**config.mk**
```make
export PLATFORM = sky130hd
export DESIGN_NAME = source_tokenizer_unit_flat
export DESIGN_NICKNAME = d
export VERILOG_FILES = /design/src/stok_pkg.sv /design/src/stok_if.sv /design/src/source_tokenizer_unit.sv /design/src/flat_wrapper.sv
export SDC_FILE = /design/constraint.sdc
export NUM_CORES = 1
export LEC_CHECK = 0
export BUFFER_PORTS_ARGS = -buffer_cell sky130_fd_sc_hd__buf_2
export CORE_ASPECT_RATIO = 1.25
export CORE_UTILIZATION = 55
export CTS_BUF_LIST = sky130_fd_sc_hd__clkbuf_4 sky130_fd_sc_hd__clkbuf_8
export DETAILED_ROUTE_END_ITERATION = 12
export HOLD_SLACK_MARGIN = 0.08
export PLACE_DENSITY = 0.78
export SYNTH_ARGS = -nofsm -noshare
export SYNTH_HDL_FRONTEND = slang
export SYNTH_SLANG_ARGS = --single-unit
```
**constraint.sdc**
```tcl
create_clock -name clk -period 9 [get_ports clk]
set_clock_uncertainty 0.05 [all_clocks]
set_input_delay 0.45 -clock clk [delete_from_list [all_inputs] [get_ports clk]]
set_output_delay 0.45 -clock clk [all_outputs]
set_load 0.1 [all_outputs]
```
**src/stok_pkg.sv**
```systemverilog
// Package for the source tokenizer: token kinds, lexer modes, character codes,
// the result record and the keyword / operator lookup functions.
// No dependencies.
`timescale 1ns / 1ps

package stok_pkg;

    localparam int LINE_BITS_DEF = 16;
    localparam int KEYWORD_CHARS_DEF = 6;
    localparam int KW_MAX_CHARS = 8;
    localparam int MAX_RES = 5;
    localparam int RES_IDX_W = 3;

    // lexer modes
    localparam logic [3:0] M_START   = 4'd0;
    localparam logic [3:0] M_HOLD    = 4'd1;
    localparam logic [3:0] M_IDENT   = 4'd2;
    localparam logic [3:0] M_NUM     = 4'd3;
    localparam logic [3:0] M_NUMDOT  = 4'd4;
    localparam logic [3:0] M_FRAC    = 4'd5;
    localparam logic [3:0] M_STR     = 4'd6;
    localparam logic [3:0] M_ESC     = 4'd7;
    localparam logic [3:0] M_COMMENT = 4'd8;

    // token kinds
    localparam logic [5:0] K_ILLEGAL = 6'd0;
    localparam logic [5:0] K_EOF     = 6'd1;
    localparam logic [5:0] K_EOL     = 6'd2;
    localparam logic [5:0] K_IDENT   = 6'd3;
    localparam logic [5:0] K_INT     = 6'd4;
    localparam logic [5:0] K_FLOAT   = 6'd5;
    localparam logic [5:0] K_STR     = 6'd6;
    localparam logic [5:0] K_TYPE    = 6'd7;
    localparam logic [5:0] K_ASSIGN  = 6'd8;
    localparam logic [5:0] K_EQ      = 6'd9;
    localparam logic [5:0] K_NE      = 6'd10;
    localparam logic [5:0] K_NOT     = 6'd11;
    localparam logic [5:0] K_LT      = 6'd12;
    localparam logic [5:0] K_LE      = 6'd13;
    localparam logic [5:0] K_GT      = 6'd14;
    localparam logic [5:0] K_GE      = 6'd15;
    localparam logic [5:0] K_AND     = 6'd16;
    localparam logic [5:0] K_OR      = 6'd17;
    localparam logic [5:0] K_PLUS    = 6'd18;
    localparam logic [5:0] K_MINUS   = 6'd19;
    localparam logic [5:0] K_STAR    = 6'd20;
    localparam logic [5:0] K_SLASH   = 6'd21;
    localparam logic [5:0] K_PCT     = 6'd22;
    localparam logic [5:0] K_LPAREN  = 6'd23;
    localparam logic [5:0] K_RPAREN  = 6'd24;
    localparam logic [5:0] K_LBRACE  = 6'd25;
    localparam logic [5:0] K_RBRACE  = 6'd26;
    localparam logic [5:0] K_LBRACK  = 6'd27;
    localparam logic [5:0] K_RBRACK  = 6'd28;
    localparam logic [5:0] K_COMMA   = 6'd29;
    localparam logic [5:0] K_COLON   = 6'd30;
    localparam logic [5:0] K_FN      = 6'd31;
    localparam logic [5:0] K_LET     = 6'd32;
    localparam logic [5:0] K_RETURN  = 6'd33;
    localparam logic [5:0] K_IF      = 6'd34;
    localparam logic [5:0] K_ELIF    = 6'd35;
    localparam logic [5:0] K_ELSE    = 6'd36;
    localparam logic [5:0] K_WHILE   = 6'd37;
    localparam logic [5:0] K_CONT    = 6'd38;
    localparam logic [5:0] K_BREAK   = 6'd39;
    localparam logic [5:0] K_COPY    = 6'd40;
    localparam logic [5:0] K_TRUE    = 6'd41;
    localparam logic [5:0] K_FALSE   = 6'd42;
    localparam logic [5:0] K_LAST    = K_FALSE;

    // characters
    localparam logic [7:0] CH_NUL   = 8'h00;
    localparam logic [7:0] CH_TAB   = 8'h09;
    localparam logic [7:0] CH_LF    = 8'h0A;
    localparam logic [7:0] CH_CR    = 8'h0D;
    localparam logic [7:0] CH_SPACE = 8'h20;
    localparam logic [7:0] CH_BANG  = 8'h21;
    localparam logic [7:0] CH_QUOTE = 8'h22;
    localparam logic [7:0] CH_HASH  = 8'h23;
    localparam logic [7:0] CH_AMP   = 8'h26;
    localparam logic [7:0] CH_DOT   = 8'h2E;
    localparam logic [7:0] CH_LT    = 8'h3C;
    localparam logic [7:0] CH_EQ    = 8'h3D;
    localparam logic [7:0] CH_GT    = 8'h3E;
    localparam logic [7:0] CH_BSL   = 8'h5C;
    localparam logic [7:0] CH_UNDER = 8'h5F;
    localparam logic [7:0] CH_LC_N  = 8'h6E;
    localparam logic [7:0] CH_LC_R  = 8'h72;
    localparam logic [7:0] CH_LC_T  = 8'h74;
    localparam logic [7:0] CH_BAR   = 8'h7C;

    typedef struct packed {
        logic [5:0]  kind;
        logic [7:0]  lit;
        logic        bvalid;
        logic        tend;
        logic [15:0] line;
    } tok_res_t;

    function automatic tok_res_t mk_res(input logic [5:0] kind, input logic [7:0] lit,
                                        input logic bvalid, input logic tend,
                                        input logic [15:0] line);
        tok_res_t r;
        r.kind   = kind;
        r.lit    = bvalid ? lit : 8'h00;
        r.bvalid = bvalid;
        r.tend   = tend;
        r.line   = line;
        return r;
    endfunction

    function automatic logic is_digit(input logic [7:0] b);
        return (b >= 8'h30) && (b <= 8'h39);
    endfunction

    function automatic logic is_alpha(input logic [7:0] b);
        return ((b >= 8'h61) && (b <= 8'h7A)) || ((b >= 8'h41) && (b <= 8'h5A));
    endfunction

    function automatic logic is_word(input logic [7:0] b);
        return is_alpha(b) || is_digit(b) || (b == CH_UNDER);
    endfunction

    function automatic logic [5:0] single_kind(input logic [7:0] b);
        logic [5:0] k;
        unique case (b)
            8'h3D:   k = K_ASSIGN;
            8'h21:   k = K_NOT;
            8'h3C:   k = K_LT;
            8'h3E:   k = K_GT;
            8'h2B:   k = K_PLUS;
            8'h2D:   k = K_MINUS;
            8'h2A:   k = K_STAR;
            8'h2F:   k = K_SLASH;
            8'h25:   k = K_PCT;
            8'h28:   k = K_LPAREN;
            8'h29:   k = K_RPAREN;
            8'h7B:   k = K_LBRACE;
            8'h7D:   k = K_RBRACE;
            8'h5B:   k = K_LBRACK;
            8'h5D:   k = K_RBRACK;
            8'h2C:   k = K_COMMA;
            8'h3A:   k = K_COLON;
            default: k = K_ILLEGAL;
        endcase
        return k;
    endfunction

    // Right-aligned string literal -> first char in byte 0, zero padded.
    function automatic logic [8*KW_MAX_CHARS-1:0] pack_word(input logic [63:0] s,
                                                          input int len);
        logic [8*KW_MAX_CHARS-1:0] w;
        w = '0;
        for (int i = 0; i < KW_MAX_CHARS; i++)
        begin
            if (i < len)
            begin
                w[8*i +: 8] = s[8*(len-1-i) +: 8];
            end
        end
        return w;
    endfunction

    // Buffer bytes past the identifier length are zero, so a padded compare
    // also checks the length.
    function automatic logic [5:0] word_kind(input logic [8*KW_MAX_CHARS-1:0] w);
        logic [5:0] k;
        k = K_IDENT;
        if (w == pack_word(64'("fn"), 2))          k = K_FN;
        else if (w == pack_word(64'("let"), 3))    k = K_LET;
        else if (w == pack_word(64'("return"), 6)) k = K_RETURN;
        else if (w == pack_word(64'("if"), 2))     k = K_IF;
        else if (w == pack_word(64'("elif"), 4))   k = K_ELIF;
        else if (w == pack_word(64'("else"), 4))   k = K_ELSE;
        else if (w == pack_word(64'("while"), 5))  k = K_WHILE;
        else if (w == pack_word(64'("cont"), 4))   k = K_CONT;
        else if (w == pack_word(64'("break"), 5))  k = K_BREAK;
        else if (w == pack_word(64'("copy"), 4))   k = K_COPY;
        else if (w == pack_word(64'("true"), 4))   k = K_TRUE;
        else if (w == pack_word(64'("false"), 5))  k = K_FALSE;
        else if (w == pack_word(64'("bool"), 4))   k = K_TYPE;
        else if (w == pack_word(64'("array"), 5))  k = K_TYPE;
        else if (w == pack_word(64'("map"), 3))    k = K_TYPE;
        else if (w == pack_word(64'("str"), 3))    k = K_TYPE;
        else if (w == pack_word(64'("nil"), 3))    k = K_TYPE;
        else if (w == pack_word(64'("int"), 3))    k = K_TYPE;
        else if (w == pack_word(64'("float"), 5))  k = K_TYPE;
        else if (w == pack_word(64'("obj"), 3))    k = K_TYPE;
        return k;
    endfunction

endpackage

```
**src/stok_if.sv**
```systemverilog
// Valid/ready channel interfaces for the source tokenizer: byte input and
// token result output. Depends on nothing.
`timescale 1ns / 1ps

interface stok_char_if;
    logic       valid;
    logic       ready;
    logic [7:0] source_byte;

    modport source (output valid, output source_byte, input ready);
    modport sink (input valid, input source_byte, output ready);
endinterface

interface stok_tok_if;
    logic        valid;
    logic        ready;
    logic [5:0]  token_kind;
    logic [7:0]  literal_byte;
    logic        byte_valid;
    logic        token_end;
    logic [15:0] line_number;
    logic        last_in_run;

    modport source (output valid, output token_kind, output literal_byte,
                    output byte_valid, output token_end, output line_number,
                    output last_in_run, input ready);
    modport sink (input valid, input token_kind, input literal_byte,
                  input byte_valid, input token_end, input line_number,
                  input last_in_run, output ready);
endinterface

```
**src/source_tokenizer_unit.sv**
```systemverilog
// Streaming maximal-munch tokenizer, top level.
// Depends on stok_pkg and the channel interfaces in stok_if.sv.
`timescale 1ns / 1ps

// Usage:
//   char_in   : one source byte per transaction; byte 0 ends input (EOF),
//               bytes after it are lexed as a continuation.
//   token_out : one result per transaction: a literal byte tagged with its
//               kind, or a byteless closing marker, plus line number,
//               token_end and last_in_run (last result of one input byte).
// Each accepted byte is lexed in the cycle it is accepted and produces 0 to 4
// results into a result buffer; results appear on token_out the next cycle.
// Throughput: one byte per cycle while each byte yields at most one result and
// token_out does not stall; a byte yielding N results holds the output until all N
// are delivered, and the next byte is taken in the cycle the last of them is delivered.
// Reset (rst_n low, async) empties the result buffer, returns the lexer to
// token start and sets the line counter to 1.
// If token_out stalls, the buffer holds, and char_in.ready drops once the
// pending results are not about to drain.
module source_tokenizer_unit #(
    parameter int LINE_BITS     = stok_pkg::LINE_BITS_DEF,
    parameter int KEYWORD_CHARS = stok_pkg::KEYWORD_CHARS_DEF
) (
    input  logic             clk,
    input  logic             rst_n,
    stok_char_if.sink        char_in,
    stok_tok_if.source       token_out
);

    localparam int LEN_W = $clog2(KEYWORD_CHARS + 2);
    localparam int KW_W  = 8 * stok_pkg::KW_MAX_CHARS;
    localparam int IDX_W = stok_pkg::RES_IDX_W;

    logic [3:0]               mode_reg, mode_next;
    logic [7:0]               held_reg, held_next;
    logic [8*KEYWORD_CHARS-1:0] kw_reg, kw_next;
    logic [LEN_W-1:0]         len_reg, len_next;
    logic [LINE_BITS-1:0]     line_reg, line_next;

    stok_pkg::tok_res_t       res_reg [stok_pkg::MAX_RES];
    stok_pkg::tok_res_t       res_next [stok_pkg::MAX_RES];
    logic [IDX_W-1:0]         cnt_reg, cnt_next;
    logic [IDX_W-1:0]         idx_reg;

    logic in_fire, out_fire;

    assign out_fire      = token_out.valid && token_out.ready;
    assign in_fire       = char_in.valid && char_in.ready;
    assign char_in.ready = (idx_reg == cnt_reg) ||
                           ((idx_reg + IDX_W'(1) == cnt_reg) && token_out.ready);

    always_comb
    begin
        logic [7:0]           b;
        logic [7:0]           h;
        logic [7:0]           want;
        logic [7:0]           c;
        logic [5:0]           pair_k;
        logic [5:0]           lone_k;
        logic                 do_disp;
        logic [LINE_BITS-1:0] line_cur;
        logic [IDX_W-1:0]     n;
        logic [KW_W-1:0]      kw_wide;

        b        = char_in.source_byte;
        h        = held_reg;
        want     = stok_pkg::CH_EQ;
        c        = b;
        pair_k   = stok_pkg::K_ILLEGAL;
        lone_k   = stok_pkg::K_ILLEGAL;
        do_disp  = 1'b0;
        line_cur = line_reg;
        n        = '0;
        kw_wide  = KW_W'(kw_reg);

        mode_next = mode_reg;
        held_next = held_reg;
        kw_next   = kw_reg;
        len_next  = len_reg;
        for (int i = 0; i < stok_pkg::MAX_RES; i++)
        begin
            res_next[i] = '0;
        end

        unique case (mode_reg)
            stok_pkg::M_HOLD:
            begin
                held_next = 8'h00;
                if (h == stok_pkg::CH_CR)
                begin
                    if (b == stok_pkg::CH_LF)
                    begin
                        res_next[0] = stok_pkg::mk_res(stok_pkg::K_EOL, stok_pkg::CH_BSL,
                                                       1'b1, 1'b0, 16'(line_cur));
                        res_next[1] = stok_pkg::mk_res(stok_pkg::K_EOL, stok_pkg::CH_LC_R,
                                                       1'b1, 1'b0, 16'(line_cur));
                        res_next[2] = stok_pkg::mk_res(stok_pkg::K_EOL, stok_pkg::CH_BSL,
                                                       1'b1, 1'b0, 16'(line_cur));
                        res_next[3] = stok_pkg::mk_res(stok_pkg::K_EOL, stok_pkg::CH_LC_N,
                                                       1'b1, 1'b1, 16'(line_cur));
                        n = IDX_W'(4);
                        if (line_cur != '1)
                        begin
                            line_cur = line_cur + LINE_BITS'(1);
                        end
                        mode_next = stok_pkg::M_START;
                    end
                    else
                    begin
                        res_next[0] = stok_pkg::mk_res(stok_pkg::K_ILLEGAL, h,
                                                       1'b1, 1'b1, 16'(line_cur));
                        n = IDX_W'(1);
                        if (line_cur != '1)
                        begin
                            line_cur = line_cur + LINE_BITS'(1);
                        end
                        do_disp = 1'b1;
                    end
                end
                else
                begin
                    priority case (h)
                        stok_pkg::CH_EQ:
                        begin
                            want = stok_pkg::CH_EQ;  pair_k = stok_pkg::K_EQ;
                            lone_k = stok_pkg::K_ASSIGN;
                        end
                        stok_pkg::CH_BANG:
                        begin
                            want = stok_pkg::CH_EQ;  pair_k = stok_pkg::K_NE;
                            lone_k = stok_pkg::K_NOT;
                        end
                        stok_pkg::CH_LT:
                        begin
                            want = stok_pkg::CH_EQ;  pair_k = stok_pkg::K_LE;
                            lone_k = stok_pkg::K_LT;
                        end
                        stok_pkg::CH_GT:
                        begin
                            want = stok_pkg::CH_EQ;  pair_k = stok_pkg::K_GE;
                            lone_k = stok_pkg::K_GT;
                        end
                        stok_pkg::CH_AMP:
                        begin
                            want = stok_pkg::CH_AMP; pair_k = stok_pkg::K_AND;
                            lone_k = stok_pkg::K_ILLEGAL;
                        end
                        default:
                        begin
                            want = stok_pkg::CH_BAR; pair_k = stok_pkg::K_OR;
                            lone_k = stok_pkg::K_ILLEGAL;
                        end
                    endcase
                    if (b == want)
                    begin
                        res_next[0] = stok_pkg::mk_res(pair_k, h, 1'b1, 1'b0, 16'(line_cur));
                        res_next[1] = stok_pkg::mk_res(pair_k, b, 1'b1, 1'b1, 16'(line_cur));
                        n = IDX_W'(2);
                        mode_next = stok_pkg::M_START;
                    end
                    else
                    begin
                        res_next[0] = stok_pkg::mk_res(lone_k, h, 1'b1, 1'b1, 16'(line_cur));
                        n = IDX_W'(1);
                        do_disp = 1'b1;
                    end
                end
            end
            stok_pkg::M_IDENT:
            begin
                if (stok_pkg::is_word(b))
                begin
                    for (int i = 0; i < KEYWORD_CHARS; i++)
                    begin
                        if (len_reg == LEN_W'(i))
                        begin
                            kw_next[8*i +: 8] = b;
                        end
                    end
                    if (len_reg <= LEN_W'(KEYWORD_CHARS))
                    begin
                        len_next = len_reg + LEN_W'(1);
                    end
                    res_next[0] = stok_pkg::mk_res(stok_pkg::K_IDENT, b, 1'b1, 1'b0,
                                                   16'(line_cur));
                    n = IDX_W'(1);
                end
                else
                begin
                    res_next[0] = stok_pkg::mk_res(
                        (len_reg > LEN_W'(KEYWORD_CHARS)) ? stok_pkg::K_IDENT
                                                          : stok_pkg::word_kind(kw_wide),
                        8'h00, 1'b0, 1'b1, 16'(line_cur));
                    n = IDX_W'(1);
                    do_disp = 1'b1;
                end
            end
            stok_pkg::M_NUM:
            begin
                if (stok_pkg::is_digit(b))
                begin
                    res_next[0] = stok_pkg::mk_res(stok_pkg::K_INT, b, 1'b1, 1'b0,
                                                   16'(line_cur));
                    n = IDX_W'(1);
                end
                else if (b == stok_pkg::CH_DOT)
                begin
                    held_next = stok_pkg::CH_DOT;
                    mode_next = stok_pkg::M_NUMDOT;
                end
                else
                begin
                    res_next[0] = stok_pkg::mk_res(stok_pkg::K_INT, 8'h00, 1'b0, 1'b1,
                                                   16'(line_cur));
                    n = IDX_W'(1);
                    do_disp = 1'b1;
                end
            end
            stok_pkg::M_NUMDOT:
            begin
                held_next = 8'h00;
                if (stok_pkg::is_digit(b))
                begin
                    res_next[0] = stok_pkg::mk_res(stok_pkg::K_FLOAT, stok_pkg::CH_DOT,
                                                   1'b1, 1'b0, 16'(line_cur));
                    res_next[1] = stok_pkg::mk_res(stok_pkg::K_FLOAT, b, 1'b1, 1'b0,
                                                   16'(line_cur));
                    n = IDX_W'(2);
                    mode_next = stok_pkg::M_FRAC;
                end
                else
                begin
                    res_next[0] = stok_pkg::mk_res(stok_pkg::K_INT, 8'h00, 1'b0, 1'b1,
                                                   16'(line_cur));
                    res_next[1] = stok_pkg::mk_res(stok_pkg::K_ILLEGAL, stok_pkg::CH_DOT,
                                                   1'b1, 1'b1, 16'(line_cur));
                    n = IDX_W'(2);
                    do_disp = 1'b1;
                end
            end
            stok_pkg::M_FRAC:
            begin
                if (stok_pkg::is_digit(b))
                begin
                    res_next[0] = stok_pkg::mk_res(stok_pkg::K_FLOAT, b, 1'b1, 1'b0,
                                                   16'(line_cur));
                    n = IDX_W'(1);
                end
                else
                begin
                    res_next[0] = stok_pkg::mk_res(stok_pkg::K_FLOAT, 8'h00, 1'b0, 1'b1,
                                                   16'(line_cur));
                    n = IDX_W'(1);
                    do_disp = 1'b1;
                end
            end
            stok_pkg::M_STR:
            begin
                if (b == stok_pkg::CH_QUOTE)
                begin
                    res_next[0] = stok_pkg::mk_res(stok_pkg::K_STR, 8'h00, 1'b0, 1'b1,
                                                   16'(line_cur));
                    n = IDX_W'(1);
                    mode_next = stok_pkg::M_START;
                end
                else if ((b == stok_pkg::CH_NUL) || (b == stok_pkg::CH_LF))
                begin
                    res_next[0] = stok_pkg::mk_res(stok_pkg::K_STR, 8'h00, 1'b0, 1'b1,
                                                   16'(line_cur));
                    n = IDX_W'(1);
                    do_disp = 1'b1;
                end
                else if (b == stok_pkg::CH_BSL)
                begin
                    mode_next = stok_pkg::M_ESC;
                end
                else
                begin
                    res_next[0] = stok_pkg::mk_res(stok_pkg::K_STR, b, 1'b1, 1'b0,
                                                   16'(line_cur));
                    n = IDX_W'(1);
                end
            end
            stok_pkg::M_ESC:
            begin
                if (b == stok_pkg::CH_NUL)
                begin
                    res_next[0] = stok_pkg::mk_res(stok_pkg::K_STR, 8'h00, 1'b0, 1'b1,
                                                   16'(line_cur));
                    n = IDX_W'(1);
                    do_disp = 1'b1;
                end
                else
                begin
                    if (b == stok_pkg::CH_LC_N)
                    begin
                        c = stok_pkg::CH_LF;
                    end
                    else if (b == stok_pkg::CH_LC_T)
                    begin
                        c = stok_pkg::CH_TAB;
                    end
                    res_next[0] = stok_pkg::mk_res(stok_pkg::K_STR, c, 1'b1, 1'b0,
                                                   16'(line_cur));
                    n = IDX_W'(1);
                    mode_next = stok_pkg::M_STR;
                end
            end
            stok_pkg::M_COMMENT:
            begin
                do_disp = (b == stok_pkg::CH_LF) || (b == stok_pkg::CH_NUL);
            end
            default:
            begin
                do_disp = 1'b1;
            end
        endcase

        // token start: at most one result, placed after those above
        if (do_disp)
        begin
            mode_next = stok_pkg::M_START;
            priority if (b == stok_pkg::CH_NUL)
            begin
                res_next[n] = stok_pkg::mk_res(stok_pkg::K_EOF, 8'h00, 1'b0, 1'b1,
                                               16'(line_cur));
                n = n + IDX_W'(1);
            end
            else if ((b == stok_pkg::CH_SPACE) || (b == stok_pkg::CH_TAB))
            begin
                mode_next = stok_pkg::M_START;
            end
            else if (b == stok_pkg::CH_LF)
            begin
                res_next[n] = stok_pkg::mk_res(stok_pkg::K_EOL, b, 1'b1, 1'b1,
                                               16'(line_cur));
                n = n + IDX_W'(1);
                if (line_cur != '1)
                begin
                    line_cur = line_cur + LINE_BITS'(1);
                end
            end
            else if ((b == stok_pkg::CH_CR) || (b == stok_pkg::CH_EQ) ||
                     (b == stok_pkg::CH_BANG) || (b == stok_pkg::CH_LT) ||
                     (b == stok_pkg::CH_GT) || (b == stok_pkg::CH_AMP) ||
                     (b == stok_pkg::CH_BAR))
            begin
                held_next = b;
                mode_next = stok_pkg::M_HOLD;
            end
            else if (b == stok_pkg::CH_QUOTE)
            begin
                mode_next = stok_pkg::M_STR;
            end
            else if (b == stok_pkg::CH_HASH)
            begin
                mode_next = stok_pkg::M_COMMENT;
            end
            else if (stok_pkg::is_alpha(b) || (b == stok_pkg::CH_UNDER))
            begin
                kw_next       = '0;
                kw_next[7:0]  = b;
                len_next      = LEN_W'(1);
                mode_next     = stok_pkg::M_IDENT;
                res_next[n]   = stok_pkg::mk_res(stok_pkg::K_IDENT, b, 1'b1, 1'b0,
                                                 16'(line_cur));
                n = n + IDX_W'(1);
            end
            else if (stok_pkg::is_digit(b))
            begin
                mode_next   = stok_pkg::M_NUM;
                res_next[n] = stok_pkg::mk_res(stok_pkg::K_INT, b, 1'b1, 1'b0,
                                               16'(line_cur));
                n = n + IDX_W'(1);
            end
            else
            begin
                res_next[n] = stok_pkg::mk_res(stok_pkg::single_kind(b), b, 1'b1, 1'b1,
                                               16'(line_cur));
                n = n + IDX_W'(1);
            end
        end

        line_next = line_cur;
        cnt_next  = n;
    end

    always_ff @(posedge clk or negedge rst_n)
    begin
        if (!rst_n)
        begin
            mode_reg <= stok_pkg::M_START;
            held_reg <= '0;
            kw_reg   <= '0;
            len_reg  <= '0;
            line_reg <= LINE_BITS'(1);
            cnt_reg  <= '0;
            idx_reg  <= '0;
        end
        else
        begin
            if (in_fire)
            begin
                mode_reg <= mode_next;
                held_reg <= held_next;
                kw_reg   <= kw_next;
                len_reg  <= len_next;
                line_reg <= line_next;
                cnt_reg  <= cnt_next;
                idx_reg  <= '0;
            end
            else if (out_fire)
            begin
                idx_reg <= idx_reg + IDX_W'(1);
            end
        end
    end

    always_ff @(posedge clk)
    begin
        if (in_fire)
        begin
            res_reg <= res_next;
        end
    end

    assign token_out.valid        = (idx_reg != cnt_reg);
    assign token_out.token_kind   = res_reg[idx_reg].kind;
    assign token_out.literal_byte = res_reg[idx_reg].lit;
    assign token_out.byte_valid   = res_reg[idx_reg].bvalid;
    assign token_out.token_end    = res_reg[idx_reg].tend;
    assign token_out.line_number  = res_reg[idx_reg].line;
    assign token_out.last_in_run  = (idx_reg + IDX_W'(1) == cnt_reg);

endmodule

```
**src/flat_wrapper.sv**
```systemverilog
// flat-port wrapper written by rule: the top's interface ports become plain ports
module source_tokenizer_unit_flat 
#(
    parameter int LINE_BITS     = stok_pkg::LINE_BITS_DEF,
    parameter int KEYWORD_CHARS = stok_pkg::KEYWORD_CHARS_DEF
)
  (clk, rst_n, char_in_valid, char_in_source_byte, char_in_ready, token_out_valid, token_out_token_kind, token_out_literal_byte, token_out_byte_valid, token_out_token_end, token_out_line_number, token_out_last_in_run, token_out_ready);
  stok_char_if char_in_i ();
  stok_tok_if token_out_i ();
  input  logic clk;
  input  logic rst_n;
  input wire logic [$bits(char_in_i.valid)-1:0] char_in_valid;
  input wire logic [$bits(char_in_i.source_byte)-1:0] char_in_source_byte;
  output wire logic [$bits(char_in_i.ready)-1:0] char_in_ready;
  output wire logic [$bits(token_out_i.valid)-1:0] token_out_valid;
  output wire logic [$bits(token_out_i.token_kind)-1:0] token_out_token_kind;
  output wire logic [$bits(token_out_i.literal_byte)-1:0] token_out_literal_byte;
  output wire logic [$bits(token_out_i.byte_valid)-1:0] token_out_byte_valid;
  output wire logic [$bits(token_out_i.token_end)-1:0] token_out_token_end;
  output wire logic [$bits(token_out_i.line_number)-1:0] token_out_line_number;
  output wire logic [$bits(token_out_i.last_in_run)-1:0] token_out_last_in_run;
  input wire logic [$bits(token_out_i.ready)-1:0] token_out_ready;
  assign char_in_i.valid = char_in_valid;
  assign char_in_i.source_byte = char_in_source_byte;
  assign char_in_ready = char_in_i.ready;
  assign token_out_valid = token_out_i.valid;
  assign token_out_token_kind = token_out_i.token_kind;
  assign token_out_literal_byte = token_out_i.literal_byte;
  assign token_out_byte_valid = token_out_i.byte_valid;
  assign token_out_token_end = token_out_i.token_end;
  assign token_out_line_number = token_out_i.line_number;
  assign token_out_last_in_run = token_out_i.last_in_run;
  assign token_out_i.ready = token_out_ready;
  source_tokenizer_unit #(.LINE_BITS(LINE_BITS), .KEYWORD_CHARS(KEYWORD_CHARS)) u_core (.clk(clk), .rst_n(rst_n), .char_in(char_in_i), .token_out(token_out_i));
endmodule
```
Yosys cells after proc, flatten, opt, wreduce, memory -nomap -nowiden:

Cells that the tools add are included.

* register bits after elaboration: 245
* logic and storage cells: 329
* output and inout port bits: 35
* input bits: 12

* add/subtract/negate cells: 5
* bitwise logic cells: 2
* $lt $le $gt $ge: 11
* eq/ne operators: 83
* muxes and demuxes: 167
* reductions and logical operators: 29

Operator list (number)
* $mux 160: 9
* $bwmux 160: 5
* $mux 48: 10
* $eq 48x23->1 const B: 6
* $eq 48x31->1 const B: 6
* $eq 48x39->1 const B: 5
* $mux 32: 7
* $pmux 32 s7: 1
* $mux 64: 3
* $eq 8x6->1 const B: 23
* $mux 6: 28
* $mux 8: 17
* $mux 16: 8
* $bmux 32 s3: 1
* $demux 32 s3: 1
* $eq 48x15->1 const B: 2
* $mux 92: 1
* $pmux 5 s17: 1
* $mux 3: 27
* $eq 8x7->1 const B: 9
* $mux 4: 18
* $pmux 32 s2: 1
* $mux 31: 2
* $mux 59: 1
* 51 further kinds: 105

Logic depth before layout (Yosys ltp):

* depth after elaboration: 34
* gate-level depth with buffers: 16
* gate-level depth less buffers: 13

Worst setup path before layout:

No wires, ideal clock.

* path kind: flip-flop to flip-flop
* start point: reg u_core.idx_reg[0]
* end point: reg u_core.len_reg[2]
* buffers on the path: 3
* stages on the path, launching flop included: 11
* slack: 0.085 ns
* data arrival time: 8.743 ns
* data required time: 8.827 ns
* library setup time: 0.123 ns
* path through: dfrtp_1 > clkbuf_1 > xor2_1 > and3_1 > a21o_1 > nand2_1 > inv_1 > clkbuf_1 > clkbuf_1 > o21ai_0 > a21o_1

* cells in the longest elaborated chain, start to end: 5
* elaborated cells on any way between the ends: 6
* classes of those cells: add/sub (1); eq/ne (2); reduce/logical (3)

Ends and longest elaborated chain
* start: declaration: RTL line source_tokenizer_unit.sv:43 `logic [IDX_W-1:0] idx_reg;`
* start signal: assignment: RTL line source_tokenizer_unit.sv:414 `idx_reg <= idx_reg + IDX_W'(1);`
* $add 3x1->3
* $eq 3x3->1
* named net token_out_last_in_run: RTL line flat_wrapper.sv:21 `output wire logic [$bits(token_out_i.last_in_run)-1:0] token_out_last_in_run;`
* $logic_and 1x1->1: RTL line source_tokenizer_unit.sv:50 `((idx_reg + IDX_W'(1) == cnt_reg) && token_out.ready);`
* $logic_or 1x1->1: RTL line source_tokenizer_unit.sv:49 `assign char_in.ready = (idx_reg == cnt_reg) ||`
* named net char_in_ready: RTL line flat_wrapper.sv:14 `output wire logic [$bits(char_in_i.ready)-1:0] char_in_ready;`
* $logic_and 1x1->1: RTL line source_tokenizer_unit.sv:48 `assign in_fire = char_in.valid && char_in.ready;`
* named net u_core.in_fire: RTL line source_tokenizer_unit.sv:45 `logic in_fire, out_fire;`
* end signal: assignment: RTL line source_tokenizer_unit.sv:407 `len_reg <= len_next;`
* end: declaration: RTL line source_tokenizer_unit.sv:37 `logic [LEN_W-1:0] len_reg, len_next;`

The timed path passes the listed nets, and every way through them passes these cells.
A chain may end at the register's enable or synchronous reset.

==> impl_summary.txt <==
----------------------------------------------------
[Critical path]
  Delay-heaviest family, CP ... simple AND/OR/NAND/NOR gates
  Register-to-register setup slack ... 3.67 ns
  Critical Path Source ... u_core.mode_reg[1]$_DFFE_PN0P_
  Cells traversed along the worst timing path ... or4b_1 -> nor3_4 -> nand2_1 -> o211ai_1 -> or4_1 -> nand2b_1 -> nand4_1 -> o32a_1
  Worst R2R Path Depth ... 8
  Capture point of the critical path ... u_core.res_reg[145]$_DFFE_PP_
  Worst reg2reg endpoint ... u_core.res_reg[145]$_DFFE_PP_
  Crit path required time ... 9.23 ns
  CP max stage cell ... sky130_fd_sc_hd__or4_1
  Crit path depth ... 8
  Critical path startpoint category ... register
  CP Buf/Inv Count ... 0
  Maximum fanout along the worst path ... 29
  Worst R2R Start ... u_core.mode_reg[1]$_DFFE_PN0P_
  CP Data Arrival Time ... 5.55 ns
  Category of the worst setup path capture point ... register
  Type of the worst setup path ... register to register
  Maximum cell stage delay along the critical path ... 0.84 ns

[Detailed routing]
  Highest routed metal layer ... met4
  Drt pass-1 iters ... 5
  Final antenna-violating net count ... 0
  Routed wl met2 ... 20.04 mm
  DR vias/cell ... 6.426
  Wl on met1 ... 16.05 mm
  Residual DRC ... 0
  Number of violations reported at the end of detailed-routing iteration 0 ... 1263
  DR WL met3 ... 2.821 mm
  Vias ... 11230
  Routed length per instance ... 23.50 um
  Wirelength, routed ... 41.07 mm

[Layout]
  FILL cells ... 2032
  Multi-input combinational cell area ... 6434 sq um
  # nets final ... 1414
  Antenna cells ... 0
  Area added between synthesis and finish ... 9.657%
  Flip-flop count of the largest register, all copies and words added ... 156
  Fraction of layout cells with a size suffix above 1 ... 13.05%
  Area occupied by registers ... 6814 sq um
  Finished Core Util ... 61.49%
  Filler-free cell count of the finished design ... 1748

[Yosys]
  Sequential-to-total area share from yosys stat ... 49.75%
  Number of synthesized register bits ... 241
  Most used flip-flop cell after synthesis ... sky130_fd_sc_hd__edfxtp_1
  Total standard cell area after synthesis ... 13690 sq um
  Synth Instances ... 1347
  Synth async-reset ratio ... 35.27%
  Number of flops mapped to enable cells by yosys ... 156
  Warnings, synthesis ... 0
  Post-Synthesis Mean Instance Area ... 10.17 sq um
  Number of library cell types mapped by synthesis ... 84

[Die]
  Effective utilization at floorplan ... 56.07%
  Die span in y ... 178.4 um
  Num ports ... 47
  Num rows ... 64
  Die area ... 25540 sq um
  Die width ... 143.1 um
  Core region area ... 24420 sq um

[Hold path]
  Min-delay worst type ... input port to async pin

[Power and ir drop]
  Power per Cell Area ... 387.9 nW/um^2
  Worst IR drop on VDD ... 0.0003288 V
  Static power due to leakage ... 0.005805 uW

[Clocking]
  Sink count of the clock tree ... 241
  Number of gates resized after CTS ... 0
  Clk buf depth ... 3
  Clock latency on the worst-skew pair ... 0.54 ns
  Number of buffers created by CTS ... 39
  Clock root buffer ... sky130_fd_sc_hd__clkbuf_8
  Buffers inserted during post-CTS setup optimization ... 0
  CTS tree ... built
  Reg clk slew, reported paths ... 0.06 ns
  H-Tree Depth ... 2

[STA]
  Least-Margin Pin Slew ... 1.105 ns
  Final Hold Viols ... 0
  Number of max-slew violations in the final report ... 0
  Final critical-path share of the clock period ... 59.17%
  Number of failing setup endpoints in the final timing report ... 0
  Time the final worst path needs with I/O delays and setup ... 5.326 ns
  Unrepaired setup endpoints after global routing ... no
  Maximum operating frequency ... 187.8 MHz
  Relative max-transition margin ... 26.03%
  Setup tns final ... 0 ns

[Placed design]
  Detail Placement HPWL ... 29.71 mm
  Gpl congestion ... 0.9807
  Instance count after placement with tap cells included ... 1681
  Number of input and output port buffers inserted ... 46

[Global routing]
  Gr usage total ... 33.03%
  Total congestion overflow after global routing ... 0
  Maximum number of pins on one net before global-route repair ... 75
  Via count of the first global-routing pass ... 10830
  First-pass GRT wire length ... 62.49 mm
  Number of antenna violations at the first check in global routing ... 0

[Run]
  Max-cap violations ... 0

[Run status]
  Status ... complete, no violations

----------------------------------------------------
-- power breakdown --
part | internal, uW | leakage [uW] | total [uW] | switching, uW
clock network | 525 | 0.000413 | 953 | 428
logic | 678 | 0.00278 | 2970 | 2290
registers | 1700 | 0.00261 | 1900 | 204
-- cell type report --
type / count / share of cell area [%]
Sequential cell: 241 / 45.38
Multi-Input combinational cell: 989 / 42.84
Clock buffer: 56 / 4.633
Tap cell: 330 / 2.750
Timing Repair Buffer: 61 / 2.316
Inverter: 61 / 1.558
Clock inverter: 10 / 0.5249
-- how the worst min path moves through the flow --
stage | start | end | slack (ns) | cells after the start
after global routing | rst_n | u_core.cnt_reg[0]$_DFFE_PN0P_ | 0.28 | 2
after detailed placement | rst_n | u_core.line_reg[7]$_DFFE_PN0P_ | 0.28 | 1
final | rst_n | u_core.line_reg[1]$_DFFE_PN0P_ | 0.27 | 2
after floorplan | rst_n | u_core.cnt_reg[0]$_DFFE_PN0P_ | 0.10 | 0
after CTS | rst_n | u_core.line_reg[1]$_DFFE_PN0P_ | 0.26 | 2
after global placement | rst_n | u_core.line_reg[7]$_DFFE_PN0P_ | 0.28 | 1
-- kinds of logic (layout without fill, tap and decap cells) --
family | after synthesis | in the layout | share of synthesized area [%]
AOI/OAI and AO/OA | 311 | 311 | 14.99
xor gates and xnor gates | 31 | 31 | 1.983
adders and majority gates | 9 | 9 | 0.8223
buffers and inverters | 154 | 188 | 4.367
DFF | 241 | 241 | 49.75
muxes | 44 | 44 | 6.112
other | 1 | 38 | 0.02738
and+or+nand+nor | 556 | 556 | 21.95
-- synth_stat cells, types with 17 or more instances --
library cell	n	share of area [%]
sky130_fd_sc_hd__edfxtp_1	156	34
sky130_fd_sc_hd__nand2_1	164	4.5
sky130_fd_sc_hd__and2_1	18	0.82
sky130_fd_sc_hd__nor2_1	82	2.2
sky130_fd_sc_hd__a22o_1	42	2.7
sky130_fd_sc_hd__o21ai_0	89	3.3
sky130_fd_sc_hd__xnor2_1	17	1.1
sky130_fd_sc_hd__nor3_1	50	1.8
sky130_fd_sc_hd__a31oi_1	20	0.91
sky130_fd_sc_hd__nor2b_1	18	0.82
sky130_fd_sc_hd__clkbuf_1	73	2.0
sky130_fd_sc_hd__nand3_1	34	1.2
sky130_fd_sc_hd__inv_1	59	1.6
sky130_fd_sc_hd__nor4_1	26	1.2
sky130_fd_sc_hd__and3_1	30	1.4
sky130_fd_sc_hd__dfrtp_1	84	15
sky130_fd_sc_hd__a21oi_1	45	1.6
sky130_fd_sc_hd__nand2b_1	21	0.96
sky130_fd_sc_hd__mux4_2	31	5.1
-- placed cells by master (no fill, tap or decap), types with 7 or more instances in the layout --
cell type	Yosys	routed
sky130_fd_sc_hd__a21o_1	15	15
sky130_fd_sc_hd__a21oi_1	45	45
sky130_fd_sc_hd__a221o_1	9	9
sky130_fd_sc_hd__a22o_1	42	42
sky130_fd_sc_hd__a31oi_1	20	20
sky130_fd_sc_hd__and2_1	18	18
sky130_fd_sc_hd__and3_1	30	30
sky130_fd_sc_hd__buf_2	10	45
sky130_fd_sc_hd__buf_4	0	15
sky130_fd_sc_hd__clkbuf_4	0	12
sky130_fd_sc_hd__clkbuf_8	0	44
sky130_fd_sc_hd__conb_1	1	38
sky130_fd_sc_hd__dfrtp_1	84	83
sky130_fd_sc_hd__edfxtp_1	156	156
sky130_fd_sc_hd__ha_1	9	9
sky130_fd_sc_hd__inv_1	59	58
sky130_fd_sc_hd__mux4_2	31	31
sky130_fd_sc_hd__nand2_1	164	164
sky130_fd_sc_hd__nand2b_1	21	21
sky130_fd_sc_hd__nand3_1	34	34
sky130_fd_sc_hd__nand3b_1	8	8
sky130_fd_sc_hd__nand4_1	13	13
sky130_fd_sc_hd__nand4b_1	7	7
sky130_fd_sc_hd__nor2_1	82	82
sky130_fd_sc_hd__nor2b_1	18	18
sky130_fd_sc_hd__nor3_1	50	50
sky130_fd_sc_hd__nor4_1	26	26
sky130_fd_sc_hd__nor4b_1	15	14
sky130_fd_sc_hd__o211ai_1	7	7
sky130_fd_sc_hd__o21ai_0	89	89
sky130_fd_sc_hd__o21ai_1	14	14
sky130_fd_sc_hd__o22ai_1	7	7
sky130_fd_sc_hd__o31ai_1	15	15
sky130_fd_sc_hd__or3_1	12	12
sky130_fd_sc_hd__or4_1	12	12
sky130_fd_sc_hd__xnor2_1	17	17
sky130_fd_sc_hd__xor2_1	14	14
-- layer usage --
layer / vias to the layer above / global-route usage (%)
met5: - / 0
met4: 0 / 17.83
met3: 129 / 3.893
met2: 569 / 55.71
met1: 5426 / 41.45
li1: 5108 / -
-- timing repair --
item | CTS | global route
endpoints found under the setup margin | 0 | 0
hold endpoints to repair | 13 | 0
hold buffers | 1 | 0
-- per-stage QoR --
stage	hold WS (ns)	power (uW)	cell area (sq um)	worst slack, ns
floorplan	0.1044	4297	13830	0.08468
detailed placement	0.2848	4875	14230	3.793
CTS	0.2599	5819	15020	3.781
global placement	0.2825	4815	14230	4.001
finish	0.2705	5825	15020	3.674
global route	0.2815	6101	15020	3.457
Note: power is estimated with default switching activity, not from simulation.
